File: config.mk
export PLATFORM = sky130hd
export DESIGN_NAME = timestamped_frame_ring_search
export DESIGN_NICKNAME = d
export VERILOG_FILES = /design/src/hdl/tfrs_pkg.sv /design/src/hdl/tfrs_front.sv /design/src/hdl/tfrs_engine.sv /design/src/hdl/timestamped_frame_ring_search.sv
export SDC_FILE = /design/constraint.sdc
export NUM_CORES = 2
export LEC_CHECK = 0
export BUFFER_PORTS_ARGS = -buffer_cell sky130_fd_sc_hd__buf_2
export CORE_MARGIN = 8
export CORE_UTILIZATION = 50
export CTS_CLUSTER_DIAMETER = 200
export DETAILED_ROUTE_END_ITERATION = 16
export GPL_TIMING_DRIVEN = 0
export PLACE_DENSITY = 0.73
export REMOVE_ABC_BUFFERS = 1
export SYNTH_ARGS = -nofsm -noshare
export SYNTH_HDL_FRONTEND = slang
export SYNTH_SLANG_ARGS = --single-unit
File: constraint.sdc
create_clock -name clk -period 16.15 [get_ports clk]
set_input_delay 3.23 -clock clk [delete_from_list [all_inputs] [get_ports clk]]
set_output_delay 3.23 -clock clk [all_outputs]
set_load 0.01 [all_outputs]
File: src/hdl/tfrs_pkg.sv
`default_nettype none

package tfrs_pkg;

    localparam int STAMP_W = 48;
    localparam int DIM_W   = 16;
    localparam int ID_W    = 32;
    localparam int OP_W    = 2;

    localparam logic [OP_W-1:0] OP_WRITE  = 2'd0;
    localparam logic [OP_W-1:0] OP_BEFORE = 2'd1;
    localparam logic [OP_W-1:0] OP_AFTER  = 2'd2;
    localparam logic [OP_W-1:0] OP_LATEST = 2'd3;

    // depth of the queue between the front and the engine
    localparam int CMDQ_DEPTH = 2;
    localparam int CMDQ_PTR_W = $clog2(CMDQ_DEPTH);
    localparam int CMDQ_CNT_W = $clog2(CMDQ_DEPTH + 1);

    typedef enum logic [1:0] {
        KIND_WRITE  = 2'd0,
        KIND_BEFORE = 2'd1,
        KIND_AFTER  = 2'd2,
        KIND_LATEST = 2'd3
    } kind_t;

    typedef struct packed {
        logic [OP_W-1:0]    operation;
        logic [STAMP_W-1:0] stamp;
        logic [DIM_W-1:0]   frame_width;
        logic [DIM_W-1:0]   frame_height;
    } request_t;

    typedef struct packed {
        logic               found;
        logic [ID_W-1:0]    match_id;
        logic [STAMP_W-1:0] match_stamp;
        logic [DIM_W-1:0]   match_width;
        logic [DIM_W-1:0]   match_height;
        logic [ID_W-1:0]    frames_written;
    } result_t;

    typedef struct packed {
        kind_t              kind;
        logic [STAMP_W-1:0] stamp;
        logic [DIM_W-1:0]   frame_width;
        logic [DIM_W-1:0]   frame_height;
    } cmd_t;

    typedef struct packed {
        logic [STAMP_W-1:0] stamp;
        logic [ID_W-1:0]    id;
        logic [DIM_W-1:0]   frame_width;
        logic [DIM_W-1:0]   frame_height;
    } slot_t;

endpackage

`default_nettype wire

File: src/hdl/tfrs_front.sv
`default_nettype none

module tfrs_front (
    input  wire logic              clk,
    input  wire logic              rst_n,
    input  wire logic              push,
    output logic                   full,
    input  wire tfrs_pkg::request_t request,
    output logic                   cmd_valid,
    output tfrs_pkg::cmd_t         cmd,
    input  wire logic              cmd_take
);

    tfrs_pkg::cmd_t                       entry_reg [tfrs_pkg::CMDQ_DEPTH];
    logic [tfrs_pkg::CMDQ_PTR_W-1:0]      wr_ptr_reg, wr_ptr_next;
    logic [tfrs_pkg::CMDQ_PTR_W-1:0]      rd_ptr_reg, rd_ptr_next;
    logic [tfrs_pkg::CMDQ_CNT_W-1:0]      cnt_reg, cnt_next;
    tfrs_pkg::cmd_t                       classified;
    logic                                 do_push;
    logic                                 do_pop;

    // classify the operation code into a command kind
    always_comb
    begin
        classified.stamp        = request.stamp;
        classified.frame_width  = request.frame_width;
        classified.frame_height = request.frame_height;
        unique case (request.operation)
            tfrs_pkg::OP_WRITE:  classified.kind = tfrs_pkg::KIND_WRITE;
            tfrs_pkg::OP_BEFORE: classified.kind = tfrs_pkg::KIND_BEFORE;
            tfrs_pkg::OP_AFTER:  classified.kind = tfrs_pkg::KIND_AFTER;
            default:             classified.kind = tfrs_pkg::KIND_LATEST;
        endcase
    end

    assign full      = (cnt_reg == tfrs_pkg::CMDQ_CNT_W'(tfrs_pkg::CMDQ_DEPTH));
    assign cmd_valid = (cnt_reg != '0);
    assign cmd       = entry_reg[rd_ptr_reg];
    assign do_push   = push && !full;
    assign do_pop    = cmd_take && cmd_valid;

    always_comb
    begin
        wr_ptr_next = do_push ? wr_ptr_reg + 1'b1 : wr_ptr_reg;
        rd_ptr_next = do_pop ? rd_ptr_reg + 1'b1 : rd_ptr_reg;
        cnt_next    = cnt_reg;
        if (do_push && !do_pop)
        begin
            cnt_next = cnt_reg + 1'b1;
        end
        else if (do_pop && !do_push)
        begin
            cnt_next = cnt_reg - 1'b1;
        end
    end

    always_ff @(posedge clk or negedge rst_n)
    begin
        if (!rst_n)
        begin
            wr_ptr_reg <= '0;
            rd_ptr_reg <= '0;
            cnt_reg    <= '0;
        end
        else
        begin
            wr_ptr_reg <= wr_ptr_next;
            rd_ptr_reg <= rd_ptr_next;
            cnt_reg    <= cnt_next;
        end
    end

    always_ff @(posedge clk)
    begin
        if (do_push)
        begin
            entry_reg[wr_ptr_reg] <= classified;
        end
    end

endmodule

`default_nettype wire

File: src/hdl/tfrs_engine.sv
`default_nettype none

module tfrs_engine #(
    parameter int SLOTS = 16
) (
    input  wire logic            clk,
    input  wire logic            rst_n,
    input  wire logic            cmd_valid,
    input  wire tfrs_pkg::cmd_t  cmd,
    output logic                 cmd_take,
    input  wire logic            pop,
    output logic                 empty,
    output tfrs_pkg::result_t    result
);

    localparam int IDX_W = (SLOTS > 1) ? $clog2(SLOTS) : 1;
    localparam int CNT_W = $clog2(SLOTS + 1);

    typedef enum logic [3:0] {
        ST_IDLE  = 4'b0001,
        ST_SCAN  = 4'b0010,
        ST_DRAIN = 4'b0100,
        ST_EMIT  = 4'b1000
    } state_t;

    state_t                         state_reg, state_next;
    tfrs_pkg::slot_t                mem [SLOTS];
    tfrs_pkg::slot_t                rd_data_reg;
    logic                           rd_pend_reg;
    tfrs_pkg::slot_t                best_reg;
    logic                           have_reg;
    tfrs_pkg::kind_t                kind_reg;
    logic [tfrs_pkg::STAMP_W-1:0]   target_reg;
    logic [IDX_W-1:0]               head_reg;
    logic [IDX_W-1:0]               scan_idx_reg;
    logic [CNT_W-1:0]               fill_reg;
    logic [tfrs_pkg::ID_W-1:0]      count_reg;
    logic [tfrs_pkg::ID_W-1:0]      new_id;
    logic                           out_valid_reg;
    tfrs_pkg::result_t              out_item_reg;
    tfrs_pkg::result_t              res;
    tfrs_pkg::slot_t                new_slot;
    logic                           do_write;
    logic                           scan_last;
    logic                           better;
    logic                           out_load;

    assign cmd_take  = (state_reg == ST_IDLE) && cmd_valid;
    assign do_write  = cmd_take && (cmd.kind == tfrs_pkg::KIND_WRITE);
    assign new_id    = count_reg + tfrs_pkg::ID_W'(1);
    assign scan_last = (CNT_W'(scan_idx_reg) == fill_reg - CNT_W'(1));
    assign out_load  = (state_reg == ST_EMIT) && (!out_valid_reg || pop);
    assign empty     = !out_valid_reg;
    assign result    = out_item_reg;

    always_comb
    begin
        new_slot.stamp        = cmd.stamp;
        new_slot.id           = new_id;
        new_slot.frame_width  = cmd.frame_width;
        new_slot.frame_height = cmd.frame_height;
    end

    // strict compares in ascending slot order keep the lowest index on ties
    always_comb
    begin
        case (kind_reg)
            tfrs_pkg::KIND_BEFORE:
                better = (rd_data_reg.stamp <= target_reg)
                      && (!have_reg || rd_data_reg.stamp > best_reg.stamp);
            tfrs_pkg::KIND_AFTER:
                better = (rd_data_reg.stamp >= target_reg)
                      && (!have_reg || rd_data_reg.stamp < best_reg.stamp);
            tfrs_pkg::KIND_LATEST:
                better = (rd_data_reg.stamp > best_reg.stamp);
            default:
                better = 1'b0;
        endcase
    end

    always_comb
    begin
        state_next = state_reg;
        unique case (state_reg)
            ST_IDLE:
            begin
                if (cmd_valid)
                begin
                    if (cmd.kind == tfrs_pkg::KIND_WRITE || fill_reg == '0)
                    begin
                        state_next = ST_EMIT;
                    end
                    else
                    begin
                        state_next = ST_SCAN;
                    end
                end
            end
            ST_SCAN:
            begin
                if (scan_last)
                begin
                    state_next = ST_DRAIN;
                end
            end
            ST_DRAIN:
            begin
                state_next = ST_EMIT;
            end
            ST_EMIT:
            begin
                if (out_load)
                begin
                    state_next = ST_IDLE;
                end
            end
            default:
            begin
                state_next = ST_IDLE;
            end
        endcase
    end

    always_comb
    begin
        res.frames_written = count_reg;
        unique case (kind_reg)
            tfrs_pkg::KIND_LATEST:
            begin
                res.found        = (fill_reg != '0);
                res.match_id     = '0;
                res.match_stamp  = best_reg.stamp;
                res.match_width  = '0;
                res.match_height = '0;
            end
            default:
            begin
                res.found        = have_reg;
                res.match_id     = best_reg.id;
                res.match_stamp  = best_reg.stamp;
                res.match_width  = best_reg.frame_width;
                res.match_height = best_reg.frame_height;
            end
        endcase
    end

    always_ff @(posedge clk or negedge rst_n)
    begin
        if (!rst_n)
        begin
            state_reg     <= ST_IDLE;
            rd_pend_reg   <= 1'b0;
            have_reg      <= 1'b0;
            head_reg      <= '0;
            scan_idx_reg  <= '0;
            fill_reg      <= '0;
            count_reg     <= '0;
            out_valid_reg <= 1'b0;
        end
        else
        begin
            state_reg   <= state_next;
            rd_pend_reg <= (state_reg == ST_SCAN);
            if (cmd_take)
            begin
                have_reg     <= do_write;
                scan_idx_reg <= '0;
            end
            else
            begin
                if (rd_pend_reg && better)
                begin
                    have_reg <= 1'b1;
                end
                if (state_reg == ST_SCAN)
                begin
                    scan_idx_reg <= scan_idx_reg + 1'b1;
                end
            end
            if (do_write)
            begin
                head_reg  <= (head_reg == IDX_W'(SLOTS - 1)) ? '0 : head_reg + 1'b1;
                fill_reg  <= (fill_reg == CNT_W'(SLOTS)) ? fill_reg : fill_reg + 1'b1;
                count_reg <= new_id;
            end
            if (out_load)
            begin
                out_valid_reg <= 1'b1;
            end
            else if (pop)
            begin
                out_valid_reg <= 1'b0;
            end
        end
    end

    // descriptor ring: one write port at the head, one registered read port
    always_ff @(posedge clk)
    begin
        if (do_write)
        begin
            mem[head_reg] <= new_slot;
        end
        if (state_reg == ST_SCAN)
        begin
            rd_data_reg <= mem[scan_idx_reg];
        end
    end

    always_ff @(posedge clk)
    begin
        if (cmd_take)
        begin
            kind_reg   <= cmd.kind;
            target_reg <= cmd.stamp;
            best_reg   <= do_write ? new_slot : '0;
        end
        else if (rd_pend_reg && better)
        begin
            best_reg <= rd_data_reg;
        end
        if (out_load)
        begin
            out_item_reg <= res;
        end
    end

endmodule

`default_nettype wire

File: src/hdl/timestamped_frame_ring_search.sv
// timestamped frame ring search
// input channel: request (operation, stamp, frame_width, frame_height), taken when
//   push is high and full is low; a two-entry queue decouples it from the engine
// result channel: result is valid while empty is low and is taken when pop is high
// a write stores the frame at the head slot of a ring of SLOTS descriptors and
//   returns its sequence number; queries scan the written slots one per cycle
//   through a single registered read port of the descriptor memory
// a write, or a query on an empty ring, goes from idle straight to the emit state;
//   a query scans the fill written slots (fill at most SLOTS), then drains the last
//   registered read, then emits; emit loads the result into the output register
//   once that register is free or is being popped
// the engine takes a new item only in idle, after the last result has loaded
// a finished result waits in the output register; while pop stays low the engine
//   holds the next result and the front queue keeps taking items until full
// reset empties both queues, marks every slot unwritten, sets the head to slot
//   zero and the frame count to zero; no clearing pass is needed
`default_nettype none

module timestamped_frame_ring_search #(
    parameter int SLOTS = 16
) (
    input  wire logic               clk,
    input  wire logic               rst_n,
    input  wire logic               push,
    output logic                    full,
    input  wire tfrs_pkg::request_t request,
    input  wire logic               pop,
    output logic                    empty,
    output tfrs_pkg::result_t       result
);

    logic           cmd_valid;
    logic           cmd_take;
    tfrs_pkg::cmd_t cmd;

    tfrs_front u_front (
        .clk       (clk),
        .rst_n     (rst_n),
        .push      (push),
        .full      (full),
        .request   (request),
        .cmd_valid (cmd_valid),
        .cmd       (cmd),
        .cmd_take  (cmd_take)
    );

    tfrs_engine #(
        .SLOTS (SLOTS)
    ) u_engine (
        .clk       (clk),
        .rst_n     (rst_n),
        .cmd_valid (cmd_valid),
        .cmd       (cmd),
        .cmd_take  (cmd_take),
        .pop       (pop),
        .empty     (empty),
        .result    (result)
    );

    a_take_needs_cmd: assert property (@(posedge clk) disable iff (!rst_n)
        cmd_take |-> cmd_valid)
        else $error("engine took a command from an empty queue");

    a_single_take: assert property (@(posedge clk) disable iff (!rst_n)
        cmd_take |=> !cmd_take)
        else $error("engine took two commands in a row");

    a_miss_zero: assert property (@(posedge clk) disable iff (!rst_n)
        (!empty && !result.found) |-> (result.match_id == '0
            && result.match_stamp == '0 && result.match_width == '0
            && result.match_height == '0))
        else $error("missed query carries nonzero match fields");

endmodule

`default_nettype wire
==> impl_metrics.tcl <==
set metrics [dict create \
    run_status "completed" \
    max_clock_freq_mhz 194 \
    grt_overflow 0 \
    type_of_element_capturing_the_critical_path "output pin" \
    totalNegativeSetupSlack_ns 0 \
    timing_max_transition_violations_final 0 \
    synth.lib_cells_used.distinct 67 \
    crit_path_max_fanout 5 \
    dr.pass1.iters 6 \
    dr_total_vias 44000 \
    postCtsSetupRepairBufs 0 \
    syn_area_um2 92700 \
    pwr_density_cell_nw_per_um2 159 \
    cts_made_buffers 226 \
    p_switching_uw 4620 \
    avgSynthCellArea_um2 22.8 \
    leakage_uw 0.0354 \
    synthMostInstantiatedCell "sky130_fd_sc_hd__edfxtp_1" \
    cts.htree.levels 4 \
    finalSetupViolations 0 \
    synth_largest_area_cell "sky130_fd_sc_hd__edfxtp_1" \
    drcViolationCount 0 \
    grt_setup_unrepaired "false" \
    final_antenna_net_count 0 \
    cts.repair.resized 0 \
    first_global_vias 45100 \
    number_of_input_and_output_port_buffers_inserted 232 \
    row_count 158 \
    top_cell_type_s_share_of_synthesized_area 0.769 \
    place_ws_ns 11.02 \
    postLayoutSetupSlackWorst_ns 10.99 \
    worst-endpoint-required_ns 12.92 \
    dp_hpwl_mm 134 \
    drt-initial-drc-count 5050 \
    main_area_contributors_after_synthesis "sky130_fd_sc_hd__edfxtp_1, sky130_fd_sc_hd__mux4_2, sky130_fd_sc_hd__dfrtp_1" \
    routed_wirelength_mm 217 \
    grt_pass1_wl_mm 313 \
    coreArea_um2 185000 \
    cts_hold_buffers 0 \
    routed_wire_length_per_instance_um 29.7 \
    die_h_um 447 \
    finalWeightedCongestion 0.751 \
    num_io_pins 233 \
    largest_register_ffs 1792 \
    comb_power_share 0.207 \
    cts-root-buf "sky130_fd_sc_hd__clkbuf_16" \
    power.internal_uw 12500 \
    post-layout-total-power_uw 17100 \
    tightest_slew_ns 1.39 \
    ys_ff_latch 2431 \
    clock_sinks 2431 \
    grt_antenna_before_repair 21 \
    switching_part_of_the_total 0.270 \
    seqPwrFrac 0.491 \
    synth.yosys.warnings 0 \
    via_per_inst 6.01 \
    postSynth.topFlopCell "sky130_fd_sc_hd__edfxtp_1" \
    worst_setup_path_start_kind "register" \
    area_growth_pct 16.3 \
    multiInputGateArea_um2 19000 \
    period_share 0.319 \
    synth_edf_count 2375 \
    die_width_um 447 \
    clock_latency_ns 0.86 \
    arrival_ns 1.93 \
    layout_min_cycle_time_ns 5.16 \
    asyncSetResetFlopFracSynth 0.0230 \
    final_core_utilization 0.583 \
    drive_gt1_frac 0.318 \
    synth_commonest_cells "sky130_fd_sc_hd__edfxtp_1, sky130_fd_sc_hd__mux4_2, sky130_fd_sc_hd__inv_1, sky130_fd_sc_hd__a22o_1, sky130_fd_sc_hd__clkbuf_1" \
    netlist_instances 4067 \
    die_area_um2 200000 \
    initial_core_util 0.502 \
    path_clk_slew_ns 0.07 \
    grt_start_max_net_pins 60 \
    number_of_nets_at_the_end_of_the_flow 4838 \
    cts_buffer_depth 3 \
    worst_vdd_drop_uv 141 \
    grt_util_all_layers 0.216 \
    timing_worst_setup_path_type "register to output pin" \
    filler_cell_count 12800 \
    fin_skew_ns 0.0610 \
    timing.slew.headroom 0.0636 \
    cts_tree "built" \
    clkPwrFrac 0.302 \
    hold_viol_final 0 \
    maxCapViolCount 0 \
    ys_seq_area_frac 0.784 \
    holdCritPathClass "register to register" \
    seqCellArea_um2 72700 \
]
area by class of cell:
type | count | share of cell area
tap | 2480 | 0.0288
clock buffer | 299 | 0.0564
timing repair buffer | 530 | 0.0495
sequential | 2431 | 0.675
multi-input combinational | 1343 | 0.176
clock inverter | 119 | 0.0100
inverter | 115 | 0.00403
antenna | 11 | 0.000255
logic make-up (layout without fill, tap and decap cells):
family | count (synthesis) | in the layout | share of synthesized area
flops | 2431 | 2431 | 0.784
mux | 643 | 643 | 0.146
simple gates | 298 | 298 | 0.0176
buf+inv | 293 | 1063 | 0.0128
compound gates | 216 | 216 | 0.0173
fa+ha+maj | 105 | 105 | 0.0142
xor+xnor | 81 | 81 | 0.00781
other cells | 0 | 11 | 0
power by group through the flow:
stage / sequential, µW / clock (µW) / combinational (µW)
6_report: 8400 / 5170 / 3550
5_1_grt: 8440 / 5480 / 3810
4_1_cts: 8400 / 5250 / 3600
3_5_place_dp: 8530 / 0 / 3560
3_3_place_gp: 9200 / 0 / 4130
2_1_floorplan: 8780 / 0 / 2720
worst paths after layout:
kind | start | end | slack, ns | cells after the start
max | u_front.cnt_reg[0] | full | 10.99 | 3
min | u_engine.best_reg[90] | u_engine.result[90] | 0.45 | 0
max reg2reg | u_front.rd_ptr_reg | u_engine.mem[4][28] | 11.00 | 13
min reg2reg | u_engine.best_reg[90] | u_engine.result[90] | 0.45 | 0
max in group asynchronous | rst_n | u_engine.scan_idx_reg[0] | 12.97 | 1
min in group asynchronous | rst_n | u_engine.count_reg[29] | 2.48 | 1
per-layer routing:
layer | vias up | share of wire | routed length, µm | global-route usage
met2 | 2152 | 0.51 | 110000 | 0.365
li1 | 18200 | - | - | -
met4 | 10 | 0.043 | 9300 | 0.0851
met3 | 414 | 0.080 | 17400 | 0.0390
met5 | - | 0.00032 | 69 | 0
met1 | 23300 | 0.37 | 80300 | 0.281
through the flow:
step / area (µm²) / hold WS [ns] / instances
after CTS: 108000 / 0.451 / 7316
after global placement: 96200 / 0.434 / 6601
after detailed placement: 101000 / 0.432 / 6898
after floorplan: 92000 / 0.426 / 3889
final: 108000 / 0.450 / 7328
after global routing: 108000 / 0.451 / 7322
critical path, stage by stage (launching register included):
cell                       delay [ns]
sky130_fd_sc_hd__dfrtp_1         0.48
sky130_fd_sc_hd__nand2b_1        0.24
sky130_fd_sc_hd__inv_1           0.19
sky130_fd_sc_hd__buf_2           0.17
placed cells by master, fill, tap and decap left out, drive strengths merged, types with 64 or more instances in the layout:
| master | n |
|---|---|
| edfxtp | 2375 |
| and2 | 64 |
| inv | 124 |
| clkbuf | 299 |
| ha | 105 |
| mux2 | 82 |
| a22o | 109 |
| clkinv | 82 |
| nand2 | 73 |
| mux4 | 560 |
| buf | 530 |
Power figures use the tool's default switching activity.
